`src/sv/scsu_pkg.sv`:
```
package scsu_pkg;

	localparam int NUM_WIN   = 8;
	localparam int NUM_FIXED = 7;
	localparam int MAX_BYTES = 3;

	typedef logic [15:0] unit_t;
	typedef logic [2:0]  win_idx_t;
	typedef logic [7:0]  byte_t;
	typedef logic [1:0]  byte_cnt_t;

	// One code unit with its lookahead, as taken from the input channel
	typedef struct packed {
		unit_t code_unit;
		unit_t next_unit;
		logic  has_next;
		logic  start_of_string;
	} item_t;

	// Dynamic window state carried from one code unit to the next
	typedef struct packed {
		logic [NUM_WIN-1:0][15:0] bases;
		win_idx_t                 active;
		win_idx_t                 ptr;
	} win_state_t;

	// Encoded bytes for one code unit, byte 0 goes out first
	typedef struct packed {
		logic [MAX_BYTES-1:0][7:0] bytes;
		byte_cnt_t                 count;
	} enc_res_t;

	localparam logic [31:0] LITERAL_MASK    = 32'h0000_2601;
	localparam unit_t       QUOTE_LOW       = 16'h3400;
	localparam unit_t       QUOTE_HIGH      = 16'hDFFF;
	localparam logic [8:0]  HIGH_INDEX_BIAS = 9'h158;
	localparam unit_t       BLOCK_MASK      = 16'hFF80;
	localparam byte_t       TAG_SQU         = 8'h0E;
	localparam byte_t       TAG_SC          = 8'h10;
	localparam byte_t       TAG_SD          = 8'h18;
	localparam byte_t       TAG_SQ          = 8'h01;
	localparam byte_t       FIXED_ID_BASE   = 8'hF9;
	localparam byte_t       OFFSET_BIAS     = 8'h80;

	localparam logic [NUM_WIN-1:0][15:0] DEFAULT_BASES = {
		16'hFF00, 16'h30A0, 16'h3040, 16'h0900,
		16'h0600, 16'h0400, 16'h00C0, 16'h0080
	};

	localparam logic [NUM_WIN-1:0][15:0] STATIC_BASES = {
		16'h3000, 16'h2100, 16'h2080, 16'h2000,
		16'h0300, 16'h0100, 16'h0080, 16'h0000
	};

	localparam logic [NUM_FIXED-1:0][15:0] FIXED_BASES = {
		16'hFF60, 16'h30A0, 16'h3040, 16'h0530,
		16'h0370, 16'h0250, 16'h00C0
	};

	// True when unit lies in the 128-unit window starting at base
	function automatic logic in_window(input unit_t unit, input unit_t base);
		logic [16:0] diff;
		diff = {1'b0, unit} - {1'b0, base};
		return diff[16:7] == '0;
	endfunction

endpackage

```
`src/sv/scsu_enc_core.sv`:
```
module scsu_enc_core import scsu_pkg::*; (
	input  item_t      item,
	input  win_state_t cur,
	output enc_res_t   res,
	output win_state_t nxt
);

	win_state_t          eff;
	unit_t               ch;
	unit_t               nx;
	logic [NUM_WIN-1:0]  stat_hit;
	logic [NUM_WIN-1:0]  dyn_hit;
	logic [NUM_WIN-1:0]  nx_hit;
	logic [NUM_FIXED-1:0] fix_hit;
	win_idx_t            stat_sel;
	win_idx_t            dyn_sel;
	logic [2:0]          fix_sel;
	logic                is_lit;
	logic                is_quote;
	logic                do_redef;
	unit_t               act_diff;
	unit_t               dyn_diff;
	unit_t               stat_diff;
	unit_t               rd_base;
	unit_t               rd_diff;
	byte_t               rd_id;
	logic [8:0]          blk;

	assign ch  = item.code_unit;
	assign nx  = item.next_unit;
	assign blk = ch[15:7];

	// Reload default windows at the start of a string
	always_comb begin
		if (item.start_of_string) begin
			eff.bases  = DEFAULT_BASES;
			eff.active = '0;
			eff.ptr    = '0;
		end else begin
			eff = cur;
		end
	end

	always_comb begin
		for (int i = 0; i < NUM_WIN; i++) begin
			stat_hit[i] = in_window(ch, STATIC_BASES[i]);
			dyn_hit[i]  = in_window(ch, eff.bases[i]);
			nx_hit[i]   = item.has_next && in_window(nx, eff.bases[i]);
		end
		for (int k = 0; k < NUM_FIXED; k++) begin
			fix_hit[k] = in_window(ch, FIXED_BASES[k]);
		end
	end

	// Lowest matching index wins
	always_comb begin
		stat_sel = '0;
		dyn_sel  = '0;
		fix_sel  = '0;
		for (int i = NUM_WIN - 1; i >= 0; i--) begin
			if (stat_hit[i]) stat_sel = 3'(i);
			if (dyn_hit[i]) dyn_sel = 3'(i);
		end
		for (int k = NUM_FIXED - 1; k >= 0; k--) begin
			if (fix_hit[k]) fix_sel = 3'(k);
		end
	end

	assign is_lit   = (blk == '0) && ((ch[6:5] != 2'b00) || LITERAL_MASK[ch[4:0]]);
	assign is_quote = (ch >= QUOTE_LOW) && (ch <= QUOTE_HIGH);

	always_comb begin
		if (fix_hit != '0) begin
			rd_base = FIXED_BASES[fix_sel];
			rd_id   = FIXED_ID_BASE + {5'b0, fix_sel};
		end else if (ch < QUOTE_LOW) begin
			rd_base = ch & BLOCK_MASK;
			rd_id   = blk[7:0];
		end else begin
			rd_base = ch & BLOCK_MASK;
			rd_id   = 8'(blk - HIGH_INDEX_BIAS);
		end
	end

	assign rd_diff   = ch - rd_base;
	assign act_diff  = ch - eff.bases[eff.active];
	assign dyn_diff  = ch - eff.bases[dyn_sel];
	assign stat_diff = ch - STATIC_BASES[stat_sel];

	always_comb begin
		res      = '0;
		nxt      = eff;
		do_redef = 1'b0;
		priority if (is_lit) begin
			res.bytes[0] = ch[7:0];
			res.count    = 2'd1;
		end else if (in_window(ch, eff.bases[eff.active])) begin
			res.bytes[0] = OFFSET_BIAS | {1'b0, act_diff[6:0]};
			res.count    = 2'd1;
		end else if (stat_hit != '0) begin
			if (stat_sel != '0 && item.has_next && nx[15:7] == blk) begin
				do_redef = 1'b1;
			end else begin
				res.bytes[0] = TAG_SQ + {5'b0, stat_sel};
				res.bytes[1] = {1'b0, stat_diff[6:0]};
				res.count    = 2'd2;
			end
		end else if (dyn_hit != '0) begin
			if (nx_hit[dyn_sel]) begin
				res.bytes[0] = TAG_SC + {5'b0, dyn_sel};
				nxt.active   = dyn_sel;
			end else begin
				res.bytes[0] = TAG_SQ + {5'b0, dyn_sel};
			end
			res.bytes[1] = OFFSET_BIAS | {1'b0, dyn_diff[6:0]};
			res.count    = 2'd2;
		end else begin
			do_redef = 1'b1;
		end

		if (do_redef) begin
			res.count = 2'd3;
			if (is_quote) begin
				res.bytes[0] = TAG_SQU;
				res.bytes[1] = ch[15:8];
				res.bytes[2] = ch[7:0];
			end else begin
				res.bytes[0]         = TAG_SD + {5'b0, eff.ptr};
				res.bytes[1]         = rd_id;
				res.bytes[2]         = OFFSET_BIAS | {1'b0, rd_diff[6:0]};
				nxt.bases[eff.ptr]   = rd_base;
				nxt.active           = eff.ptr;
				nxt.ptr              = eff.ptr + 3'd1;
			end
		end
	end

endmodule

```
`src/sv/scsu_stream_encoder.sv`:
```
// SCSU single-byte-mode encoder on stream channels.
// Input channel (s_*): one transaction carries one 16-bit code unit with
// its lookahead unit in s_tdata and two flags in s_tuser. A set
// start_of_string flag reloads the eight default dynamic windows and
// clears the active window and redefinition pointer before that unit.
// Output channel (m_*): one transaction carries one SCSU byte; m_tlast
// marks the final byte produced for a code unit (each unit yields 1 to 3).
// A unit passes the input register, then the result register, whose bytes
// are offered on m_tdata. Throughput: one output byte per cycle while the
// receiver accepts, so the single-byte output channel sets the rate;
// encoding is combinational and the next unit is encoded while the
// previous bytes drain.
// Reset (arst_n low) empties both registers and restores the default
// windows. When the receiver stalls, the current byte holds on m_tdata,
// the next unit waits in the input register and s_tready drops.
module scsu_stream_encoder import scsu_pkg::*; (
	input  logic        clk,
	input  logic        arst_n,
	input  logic        s_tvalid,
	output logic        s_tready,
	input  logic [31:0] s_tdata,  // [15:0] code_unit, [31:16] next_unit
	input  logic [1:0]  s_tuser,  // [0] has_next, [1] start_of_string
	output logic        m_tvalid,
	input  logic        m_tready,
	output logic [7:0]  m_tdata,  // [7:0] out_byte
	output logic        m_tlast   // last_byte
);

	item_t      item_s1;
	logic       valid_s1;
	win_state_t win_q;
	win_state_t win_nxt;
	enc_res_t   enc;
	logic [MAX_BYTES-1:0][7:0] bytes_q;
	byte_cnt_t  cnt_q;
	byte_cnt_t  idx_q;
	logic       res_valid_q;
	logic       res_free;
	logic       load;
	logic       out_xfer;

	scsu_enc_core u_core (
		.item (item_s1),
		.cur  (win_q),
		.res  (enc),
		.nxt  (win_nxt)
	);

	// Result register takes a new unit when empty or its final byte leaves
	assign out_xfer = m_tvalid && m_tready;
	assign res_free = !res_valid_q || (out_xfer && m_tlast);
	assign load     = valid_s1 && res_free;
	assign s_tready = !valid_s1 || load;

	assign m_tvalid = res_valid_q;
	assign m_tdata  = bytes_q[idx_q];
	assign m_tlast  = (idx_q == cnt_q - 2'd1);

	// Input register: hold the unit until the result register frees
	always_ff @(posedge clk or negedge arst_n) begin
		if (!arst_n) begin
			valid_s1 <= 1'b0;
		end else if (s_tready) begin
			valid_s1 <= s_tvalid;
		end
	end

	always_ff @(posedge clk) begin
		if (s_tvalid && s_tready) begin
			item_s1.code_unit       <= s_tdata[15:0];
			item_s1.next_unit       <= s_tdata[31:16];
			item_s1.has_next        <= s_tuser[0];
			item_s1.start_of_string <= s_tuser[1];
		end
	end

	// Window state and result control: advance the state only as a unit is encoded
	always_ff @(posedge clk or negedge arst_n) begin
		if (!arst_n) begin
			res_valid_q  <= 1'b0;
			idx_q        <= '0;
			cnt_q        <= '0;
			win_q.bases  <= DEFAULT_BASES;
			win_q.active <= '0;
			win_q.ptr    <= '0;
		end else if (load) begin
			res_valid_q <= 1'b1;
			idx_q       <= '0;
			cnt_q       <= enc.count;
			win_q       <= win_nxt;
		end else if (out_xfer) begin
			if (m_tlast) begin
				res_valid_q <= 1'b0;
			end else begin
				idx_q <= idx_q + 2'd1;
			end
		end
	end

	always_ff @(posedge clk) begin
		if (load) begin
			bytes_q <= enc.bytes;
		end
	end

endmodule
```
`config.mk`:
```
export PLATFORM = sky130hd
export DESIGN_NAME = scsu_stream_encoder
export DESIGN_NICKNAME = d
export VERILOG_FILES = /design/src/sv/scsu_pkg.sv /design/src/sv/scsu_enc_core.sv /design/src/sv/scsu_stream_encoder.sv
export SDC_FILE = /design/constraint.sdc
export NUM_CORES = 1
export LEC_CHECK = 0
export BUFFER_PORTS_ARGS = -buffer_cell sky130_fd_sc_hd__buf_2
export CORE_UTILIZATION = 40
export DETAILED_ROUTE_END_ITERATION = 12
export MAX_ROUTING_LAYER = met4
export PLACE_DENSITY = 0.55
export SLEW_MARGIN = 20
export SYNTH_ARGS = -nofsm -noshare
export SYNTH_HDL_FRONTEND = slang
export SYNTH_HIERARCHICAL = 1
export SYNTH_SLANG_ARGS = --single-unit
```
`constraint.sdc`:
```
create_clock -name clk -period 10 [get_ports clk]
set_input_delay 0.5 -clock clk [delete_from_list [all_inputs] [get_ports clk]]
set_output_delay 0.5 -clock clk [all_outputs]
set_load 0.05 [all_outputs]
```
After elaboration in Yosys (flattened, before gate mapping):

Memories as Yosys holds them, arrays and structs flattened. A register that Yosys moved wholly into a read port is not among the register bits.
Cells that the tools add are included.

* output and inout bits: 11
* logic and storage cells: 216
* bits in read-only memories: 288
* input port bits: 38
* register bits after elaboration: 198
* memories: 3

Memory list
* (no name shown): words 8, width 16, read ports 1, clocked after memory_dff 0, wr ports 0, line scsu_enc_core.sv:74 `rd_base = FIXED_BASES[fix_sel];`
* (no name shown): words 8, width 16, read ports 1, clocked after memory_dff 0, wr ports 0, line scsu_enc_core.sv:88 `assign stat_diff = ch - STATIC_BASES[stat_sel];`
* (no name shown): words 32, width 1, read ports 1, clocked after memory_dff 1, wr ports 0, line scsu_enc_core.sv:69 `assign is_lit = (blk == '0) && ((ch[6:5] != 2'b00) || LITERAL_MASK[ch[4:0]]);`

* add/subtract/negate cells: 44
* muxes and demuxes: 70
* eq/ne operators: 3
* reduce and logical (&&, ||, !) cells: 64
* magnitude comparators: 11

Operators by type and width (number)
* $mux 134: 3
* $logic_not 10->1: 32
* $sub 16x16->17: 17
* $bwmux 128: 1
* $sub 16x14->17 const B: 6
* $bmux 16 s3: 2
* $mux 3: 28
* $mux 16: 4
* $mux 18: 3
* $sub 16x10->17 const B: 3
* $demux 16 s3: 1
* $mux 8: 6
* $sub 16x8->17 const B: 2
* $sub 7x7->7: 4
* $mux 24: 1
* $lt 3x4->1 const B: 5
* $mux 10: 2
* $logic_and 1x1->1: 17
* $mux 17: 1
* $sub 16x11->17 const B: 1
* $sub 16x16->17 const B: 1
* $sub 16x9->17 const B: 1
* $bmux 8 s2: 1
* $ge 16x14->1 const B: 1
* other kinds (28): 49

Longest topological paths before layout:

Gate-level depths: netlist of the first run.

* word-level depth: 20
* depth in mapped cells: 37

By module:

The synthesis of the first run kept the hierarchy.

Modules (own cells, without submodules)
* scsu_enc_core: cells an instance 2545, seq. area each 0.0 um2, instances 1, area an instance 17646.9 um2
* scsu_stream_encoder: cells an instance 407, seq. area each 5273.8 um2, instances 1, area an instance 7941.4 um2

Worst setup path after synthesis of the first run:

No wires, ideal clock.

* kind: register to register
* from: register item_s1[0] in the netlist's numbering
* to: register bytes_q[14] in the netlist's numbering (data pin)
* slack: 2592 ps
* path buffers: 11
* cell stages (with the launch flop): 34
* setup time: 261 ps
* data arrival time: 7147 ps
* cell sequence: edfxtp_1 -> buf_6 -> buf_6 -> buf_6 -> clkbuf_1 -> buf_1 -> clkbuf_1 -> buf_1 -> buf_1 -> nor2_1 -> ha_1 -> buf_2 -> a2111o_1 -> a221oi_1 -> a21oi_1 -> nand4b_1 -> or4bb_1 -> a2111oi_2 -> a21oi_1 -> or2_2 -> buf_2 -> buf_2 -> mux2_2 -> a21oi_1 -> a21oi_1 -> ha_1 -> nor2b_1 -> o21ai_0 -> nand2b_1 -> a21o_1 -> a21oi_1 -> xnor2_1 -> xnor2_1 -> o21ai_1

RTL lines
* start, declared: line scsu_stream_encoder.sv:29 `item_t item_s1;`
* end signal, assigned: line scsu_stream_encoder.sv:102 `bytes_q <= enc.bytes;`
* end, declared: line scsu_stream_encoder.sv:34 `logic [MAX_BYTES-1:0][7:0] bytes_q;`

==> flow_summary_export.csv, run 1 <==
group,metric,value,unit
yosys,synth_nets,3275,
routing,first_pass_iters,5,
placement,place_area,0.0266,sq mm
grt,antenna_found_initial,3,
run,maxCapViolations,0,
finish,syn_to_final_growth,6.09,%
grt,grt_first_pass_wirelength,151,mm
floorplan,io_pins,49,
routing,wirelength,104,mm
floorplan,die_w,255,um
yosys,synth_edf_count,58,
critical_path,crit_fanout,48,
placement,portBuffers,48,
clock_tree,cts_buffers,17,
sta,finalSetupViolCount,0,
clock_tree,clock_sinks,198,
run_status,violations,"negative hold slack",
sta,maxSlewViolCount,0,
grt,grt_pass1_vias,23000,
sta,fin_crit_sh,80.0,%
critical_path,arrival,8270,ps
yosys,yosys-top-cells-area,"ha_1, dfrtp_1, mux2_4",
grt,grt_usage,32.7,%
finish,most-common-layout-cells,"nand2_1, ha_1, a21oi_1",
floorplan,start_util,40.5,%
clock_tree,cts.path.max_buffers,2,
power,power.density,205,mW/mm^2
power,irDropWorstVdd,0.115,mV
yosys,yosys_warnings,6,
yosys,synth_area,0.0256,sq mm
clock_tree,ctsResizeCount,0,
yosys,synth_ff_type,"dfrtp_1",
yosys,synth_seq_cells,198,
critical_path,worst-setup-path-type,"reg -> reg",
critical_path,cp-end-kind,"flop",
floorplan,rows,92,
finish,drive_gt1_share,14.4,%
clock_tree,holdBufCountCts,0,
clock_tree,cts_root_buf,"clkbuf_16",
power,p_total,0.00558,W
finish,finalInstanceArea,0.0271,sq mm
clock_tree,post_cts_buffers,0,
sta,worstMarginPinSlew,1250,ps
clock_tree,cts_tree,"done",
critical_path,start_kind,"flop",
grt,grt_max_degree,101,
yosys,synth_cell_types,112,
grt,overflow,0,
sta,maxSlewHeadroom,16.5,%
floorplan,core_area,0.0632,sq mm
routing,num_vias,24800,
yosys,synthArstFlopShare,70.7,%
routing,viasPerCell,6.52,
worst_hold_path,hp-class,"in -> async",
placement,hpwl,77.4,mm
floorplan,dieHeight,255,um
routing,antenna_left,0,
clock_tree,htreeDepth,4,
run_status,status,"complete, but fails checks",
finish,fillers,6206,
routing,drt-initial-drc-count,2579,
sta,grt_setup_unrepaired,"false",
sta,hold_viol,1,
clock_tree,clk_pin_slew_worst_paths,90,ps
finish,nNetsFinal,3262,
yosys,syn_area_per_cell,8.67,sq um
critical_path,crit_required,10270,ps
placement,gp_congestion,0.997,
sta,min_period,8000,ps
sta,fin_skew,20.2,ps
floorplan,die_area,0.0650,sq mm
yosys,synthCells,2952,
routing,routedWlPerCell,27.3,um
yosys,synthDominantCellAreaShare,13.8,%
finish,layout_commonest_cell,"nand2_1",
sta,fin_tns_setup,0,ps
yosys,seq_area_frac_synth,20.6,%
clock_tree,clk_latency,520,ps
yosys,yosys.area.top_type,"ha_1",
power,p_leak,11.4,nW
sta,max_freq,0.125,GHz
sta,timing.hold.ws,-3.05,ps
finish,utilization,43.0,%
routing,drc,0,
## worst max-delay path: stages (launching register included)
cell and delay [ps]:
edfxtp_1 470, inv_4 450, nand2_1 330, ha_1 350, o21ai_0 320, nor2_1 110
a2111oi_1 910, nor3_1 250, a22oi_1 380, nand4_1 160, or4_1 570, a311o_1 440
a21oi_1 150, or2_2 600, mux2_2 410, a211oi_1 280, nor2_1 90, ha_1 270
nor2b_1 120, o21ai_0 170, nand2b_1 110, a21o_1 190, a21oi_1 190, xnor2_1 90
a22oi_1 160, o22ai_1 100
## metrics by stage
stage                     setup WS [ps]  std cells
after detailed placement           2160       3766
after global routing               1450       3799
after floorplan                    2590       2952
after global placement             2130       3766
after CTS                          2120       3798
final                              2000       3799
## layer usage
layer | track usage, % | vias up | wire (um)
met2 | 49.7 | 1142 | 46500
met3 | 4.84 | 198 | 7400
li1 | - | 11200 | -
met4 | 13.7 | 0 | 4490
met5 | - | - | 0
met1 | 43.1 | 12200 | 45200
## final timing paths
check,startpoint,to,slack [ps],depth (start not counted)
min,arst_n,win_q[88],-3,1
max in group asynchronous,arst_n,win_q[4],8530,2
max reg2reg,item_s1[0],bytes_q[13],2000,25
min in group clk,s_tdata[11],item_s1[29],140,1
max,item_s1[0],bytes_q[13],2000,25
min reg2reg,win_q[89],win_q[89],520,1
## synthesized netlist by cell type (all sizes together) (41+ instances only)
cell type    n
nand2      286
ha         282
a21oi      242
nor2       234
o21ai      182
mux2       161
dfrtp      117
mux2i       90
inv         79
nor3        79
buf         73
clkbuf      71
xnor2       69
a21o        66
nand3       62
edfxtp      58
nor2b       41
## final cells by class
cell class                      instances  area, sq um  area share [%]
Antenna cell                            1         2.50         0.00922
Multi-Input combinational cell       2527        19200            70.6
Inverter                               83          314            1.16
Clock buffer                           18          429            1.58
Sequential cell                       198         5280            19.4
Tap cell                              846         1060            3.90
Clock inverter                         14          158           0.581
Timing Repair Buffer                  112          739            2.72
## kinds of logic after synthesis
family	share of synthesized area, %
buf+inv	4.63
xor+xnor	3.66
fa+ha+maj	14.2
compound gates	22.7
simple gates	19.3
flops	20.6
mux	15.0
## state kept, by name (all words and copies together) (netlist names)
signal,count
win_q,134
item_s1,34
bytes_q,24
cnt_q,2
idx_q,2
m_tvalid,1
valid_s1,1
## where the power goes
| part | internal [W] | total, W | leakage (nW) | switching [W] |
|---|---|---|---|---|
| Sequential | 0.00101 | 0.00124 | 2.37 | 0.000233 |
| Combinational | 0.00136 | 0.00360 | 8.71 | 0.00224 |
| Clock | 0.000335 | 0.000733 | 0.285 | 0.000398 |
No activity file was read; power rests on OpenSTA's default activity.
==> run 2, diff against run 1 <==
--- a/config.mk
+++ b/config.mk
@@ -9,7 +9,7 @@
 export CORE_UTILIZATION = 40
 export DETAILED_ROUTE_END_ITERATION = 12
 export MAX_ROUTING_LAYER = met4
-export PLACE_DENSITY = 0.55
+export PLACE_DENSITY = 0.57
 export SLEW_MARGIN = 20
 export SYNTH_ARGS = -nofsm -noshare
 export SYNTH_HDL_FRONTEND = slang
==> constraint.sdc (replaced) <==
create_clock -name clk -period 7.3 [get_ports clk]
set_input_delay 0.365 -clock clk [delete_from_list [all_inputs] [get_ports clk]]
set_output_delay 0.365 -clock clk [all_outputs]
set_load 0.05 [all_outputs]
==> run 2 against run 1 <==
Largest power group unchanged; the flow now finishes without violations; critical path type unchanged; non-clock buffer count rose by 71; sequential share of layout area fell by 0.43 points; critical path depth rose by 3; largest cell class unchanged.
==> flow_summary_export.csv, run 2 (synthesis gave the netlist of run 1 again) <==
group,metric,value,unit
placement,portBuffers,48,
power,irDropWorstVdd,0.221,mV
finish,finalInstanceArea,0.0278,sq mm
sta,fin_skew,14.8,ps
routing,routedWlPerCell,27.2,um
floorplan,io_pins,49,
sta,fin_crit_sh,95.7,%
sta,min_period,6980,ps
grt,grt_pass1_vias,23200,
floorplan,core_area,0.0632,sq mm
critical_path,arrival,7200,ps
floorplan,rows,92,
routing,first_pass_iters,5,
critical_path,cp-end-kind,"flop",
finish,most-common-layout-cells,"nand2_1, ha_1, a21oi_1",
grt,grt_first_pass_wirelength,152,mm
critical_path,max_stage_delay,580,ps
worst_hold_path,whs_endpoint,"item_s1[11]",
power,power.density,277,mW/mm^2
clock_tree,cts.path.max_buffers,2,
clock_tree,cts_root_buf,"clkbuf_16",
finish,regMostFlops,"win_q",
worst_hold_path,hp-class,"in -> reg",
critical_path,cp_top_family,"simple AND/OR/NAND/NOR gates",
grt,grt_usage,32.7,%
placement,dp.cells,3833,
clock_tree,clk_pin_slew_worst_paths,80,ps
clock_tree,htreeDepth,4,
critical_path,start_kind,"flop",
grt,grt_max_degree,95,
sta,hold_viol,0,
sta,maxSlewViolCount,0,
finish,syn_to_final_growth,8.47,%
critical_path,crit_fanout,41,
critical_path,crit_required,7510,ps
finish,drive_gt1_share,16.3,%
finish,nNetsFinal,3333,
sta,grt_setup_unrepaired,"false",
floorplan,start_util,40.5,%
clock_tree,cts_tree,"done",
clock_tree,clk_latency,470,ps
finish,layout_commonest_cell,"nand2_1",
critical_path,path_depth,28,
sta,finalSetupViolCount,0,
floorplan,die_area,0.0650,sq mm
sta,maxSlewHeadroom,28.8,%
finish,fin_cells,3870,
grt,antenna_found_initial,2,
routing,drt-initial-drc-count,2602,
critical_path,r2r-end,"bytes_q[13]",
worst_hold_path,hp-start,"s_tdata[25]",
sta,max_freq,0.143,GHz
placement,place_area,0.0271,sq mm
critical_path,path_buf_inv,3,
critical_path,worst-setup-path-type,"reg -> reg",
clock_tree,clock_sinks,198,
sta,worstMarginPinSlew,1070,ps
routing,antenna_left,0,
routing,wirelength,105,mm
floorplan,dieHeight,255,um
critical_path,r2r-start,"item_s1[0]",
routing,drc,0,
routing,viasPerCell,6.48,
critical_path,ff2ff_path_depth,28,
finish,largestRegisters,"win_q: 134 flops, item_s1: 34 flops, bytes_q: 24 flops",
worst_hold_path,hold_depth,1,
run,maxCapViolations,0,
power,p_leak,11.7,nW
critical_path,rrSetupSlack,320,ps
finish,largest_register_ffs,134,
placement,hpwl,81.3,mm
placement,gp_congestion,1.06,
run_status,status,"completed",
critical_path,crit_slowest_cell,"or4_1",
floorplan,die_w,255,um
sta,fin_tns_setup,0,ps
routing,num_vias,25100,
clock_tree,cts_buffers,17,
grt,overflow,0,
[run 2: changes by cell type in the layout (fill, tap and decap cells not counted), moves of 2 or more]
cell / delta
buf_4: +62
inv_8: -2
clkinv_8: -4
clkinv_2: +3
nor4_2: -2
buf_12: +6
clkbuf_1: +2
[run 2: through the flow]
| step | hold WS [ps] | utilization, % | setup WS, ps | power [W] |
|---|---|---|---|---|
| 6_report | 58.9 | 43.9 | 316 | 0.00770 |
| 5_1_grt | 34.1 | 43.9 | 28.5 | 0.00813 |
| 4_1_cts | 27.1 | 43.8 | 166 | 0.00760 |
| 3_3_place_gp | 482 | 42.9 | 216 | 0.00654 |
| 2_1_floorplan | 69.4 | - | 44.3 | 0.00523 |
| 3_5_place_dp | 488 | 42.9 | 204 | 0.00661 |
[run 2: power breakdown]
part	switching, W	leakage, nW	internal (W)
sequential	0.000373	2.37	0.00138
combinational	0.00304	9.09	0.00194
clock	0.000480	0.273	0.000483
total	0.00389	11.7	0.00381
[run 2: final cells by class]
| class | instances | area [sq um] |
|---|---|---|
| fill | 6178 | 35400 |
| multi-input combinational | 2527 | 19200 |
| sequential | 198 | 5280 |
| timing repair buffer | 183 | 1360 |
| tap | 846 | 1060 |
| clock buffer | 21 | 450 |
| inverter | 83 | 317 |
| clock inverter | 11 | 103 |
| antenna | 1 | 2.50 |
[run 2: per-layer routing]
| layer | GRT usage [%] | wire (um) | vias to the layer above |
|---|---|---|---|
| met5 | - | 0 | - |
| met1 | 42.9 | 45900 | 12500 |
| met2 | 50.6 | 47500 | 1106 |
| met3 | 4.47 | 7340 | 195 |
| li1 | - | - | 11300 |
| met4 | 13.1 | 4430 | 0 |
[run 2: how the worst max path moves through the flow]
stage / from / end / slack [ps]
2_1_floorplan: item_s1[0] / bytes_q[14] / 40
3_3_place_gp: item_s1[0] / bytes_q[14] / 220
3_5_place_dp: item_s1[0] / bytes_q[13] / 200
4_1_cts: item_s1[0] / bytes_q[13] / 170
5_1_grt: item_s1[0] / bytes_q[14] / 30
6_report: item_s1[0] / bytes_q[13] / 320
[run 2: what timing repair did]
action                                  in CTS  in global routing
resized for setup                            0                  9
hold endpoints to repair                    67                  0
endpoints found under the setup margin       0                  2
setup buffers                                0                  2
hold buffers                                 1                  0
==> run 3, diff against run 2 <==
--- a/config.mk
+++ b/config.mk
@@ -5,6 +5,7 @@
 export SDC_FILE = /design/constraint.sdc
 export NUM_CORES = 1
 export LEC_CHECK = 0
+export ABC_AREA = 1
 export BUFFER_PORTS_ARGS = -buffer_cell sky130_fd_sc_hd__buf_2
 export CORE_UTILIZATION = 40
 export DETAILED_ROUTE_END_ITERATION = 12
==> run 3 against run 2 <==
Combinational power rose by 59%; die area rose by 8.6%; hold slack worse by 25 ps; non-clock buffer count shrank 7; largest power group unchanged; highest routed layer unchanged.
==> flow_summary_export.csv, run 3 <==
group,metric,value,unit
critical_path,ff2ff_path_depth,35,
power,p_total,0.0108,W
critical_path,crit_slowest_cell,"inv_4",
clock_tree,cts_tree,"done",
finish,syn_to_final_growth,7.79,%
sta,worstMarginPinSlew,1260,ps
power,p_leak,14.7,nW
yosys,synthDominantCellAreaShare,16.1,%
grt,grt_first_pass_wirelength,178,mm
routing,first_pass_iters,6,
routing,viasPerCell,5.66,
routing,antenna_left,0,
yosys,synth_seq_cells,198,
yosys,yosys.area.top_type,"nand2_1",
yosys,synth_ff_type,"dfrtp_1",
yosys,synth_edf_count,58,
run,maxCapViolations,0,
finish,layout_commonest_cell,"nand2_1",
run_status,status,"completed",
finish,regMostFlops,"win_q",
floorplan,rows,96,
finish,drive_gt1_share,9.14,%
clock_tree,clk_latency,510,ps
critical_path,start_kind,"flop",
placement,hpwl,91.2,mm
yosys,synthArstFlopShare,70.7,%
yosys,synth_area,0.0278,sq mm
grt,grt_pass1_vias,27900,
yosys,synth_cell_types,83,
floorplan,core_area,0.0687,sq mm
critical_path,rrSetupSlack,570,ps
routing,num_vias,30600,
grt,overflow,0,
yosys,seq_area_frac_synth,19.0,%
finish,largest_register_ffs,134,
routing,wirelength,120,mm
power,power.density,360,mW/mm^2
critical_path,max_stage_delay,610,ps
grt,grt_usage,34.7,%
critical_path,cp-end-kind,"flop",
routing,routedWlPerCell,22.1,um
finish,finalInstanceArea,0.0300,sq mm
clock_tree,htreeDepth,4,
placement,place_area,0.0292,sq mm
clock_tree,clk_pin_slew_worst_paths,70,ps
routing,drt-initial-drc-count,3408,
clock_tree,post_cts_buffers,0,
placement,gp_congestion,1.06,
power,irDropWorstVdd,0.225,mV
yosys,synth.most_common_cell,"nand2_1",
critical_path,crit_path_frequent_cell,"nand2_1",
routing,drc,0,
clock_tree,cts_root_buf,"clkbuf_16",
finish,nNetsFinal,4797,
floorplan,dieHeight,266,um
clock_tree,clock_sinks,198,
yosys,ys_top_cells_by_count,"nand2_1, inv_1, nor2_1",
critical_path,crit_required,7550,ps
floorplan,io_pins,49,
yosys,yosys-top-cells-area,"nand2_1, ha_1, dfrtp_1",
critical_path,arrival,6990,ps
sta,fin_crit_sh,92.2,%
critical_path,worst-setup-path-type,"reg -> reg",
yosys,synthCells,4413,
placement,dp.cells,5363,
worst_hold_path,hold_depth,1,
sta,fin_tns_setup,0,ps
placement,portBuffers,48,
sta,maxSlewViolCount,0,
finish,fin_cells,5418,
yosys,yosys_warnings,6,
clock_tree,cts.path.max_buffers,2,
worst_hold_path,hp-class,"in -> reg",
sta,max_freq,0.148,GHz
sta,finalSetupViolCount,0,
grt,grt_max_degree,81,
sta,grt_setup_unrepaired,"false",
yosys,synth_nets,4736,
finish,most-common-layout-cells,"nand2_1, inv_1, nor2_1",
finish,diodes,0,
floorplan,die_w,266,um
sta,fin_skew,15.5,ps
grt,antenna_found_initial,6,
finish,utilization,43.6,%
sta,hold_viol,0,
sta,min_period,6730,ps
yosys,syn_area_per_cell,6.30,sq um
floorplan,die_area,0.0706,sq mm
clock_tree,cts_buffers,17,
sta,maxSlewHeadroom,15.7,%
critical_path,crit_fanout,63,
floorplan,start_util,40.5,%
finish,largestRegisters,"win_q: 134 flops, item_s1: 34 flops, bytes_q: 24 flops",
## run 3: changes by cell type in the layout (fill, tap and decap cells not counted), sizes merged, moves of 43 or more
cell,change
inv,+405
o21ai,+129
nand4,+43
nand2,+1024
mux2i,-89
mux2,-161
xor2,+56
a21oi,+52
nand3,+345
nor2,+209
## run 3: worst paths after layout
| check | start | to |
|---|---|---|
| max | item_s1[0] | bytes_q[14] |
| min | s_tdata[5] | item_s1[23] |
| max reg2reg | item_s1[0] | bytes_q[14] |
| min reg2reg | win_q[114] | win_q[114] |
| max in group asynchronous | arst_n | win_q[39] |
| min in group asynchronous | arst_n | valid_s1 |
## run 3: what timing repair did
item | in CTS | in global routing
hold buffers | 23 | 0
gates resized for setup | 0 | 0
endpoints found under the hold margin | 70 | 0
## run 3: cell type report
cell class	instances	area (sq um)
Fill cell	7486	38700
Multi-Input combinational cell	3593	19800
Sequential cell	198	5280
Inverter	488	1840
Timing Repair Buffer	176	1310
Tap cell	931	1160
Clock buffer	20	468
Clock inverter	12	93.8
## run 3: where the power goes
part / switching (W) / leakage, nW / internal, W / total (W)
Sequential: 0.000397 / 2.39 / 0.00150 / 0.00190
Combinational: 0.00542 / 12.1 / 0.00249 / 0.00791
Clock: 0.000506 / 0.287 / 0.000471 / 0.000978
## run 3: routing by layer
metal	track usage (%)	wire length, um	vias up
met5	-	0	-
met4	16.9	6380	0
met3	4.07	8210	229
met2	52.4	52600	1273
met1	45.8	52800	14200
li1	-	-	14900
## run 3: worst max-delay path: cells and delay by family (launching register included)
| kind | cells | cell delay (ps) |
|---|---|---|
| fa+ha+maj | 2 | 770 |
| simple gates | 23 | 2920 |
| buf+inv | 1 | 610 |
| flops | 1 | 470 |
| xor+xnor | 2 | 300 |
| compound gates | 7 | 1350 |
## run 3: kinds of logic after synthesis
family | share of synthesized area (%)
buf+inv | 9.82
fa+ha+maj | 12.9
simple gates | 36.6
mux | 0.0360
xor+xnor | 4.00
compound gates | 17.7
flops | 19.0
## run 3: through the flow
stage               setup slack [ps]  hold WS, ps
finish                           566         34.0
global route                     183         16.2
CTS                              722        0.951
detailed placement               755          394
global placement                 779          386
floorplan                       1270         69.4
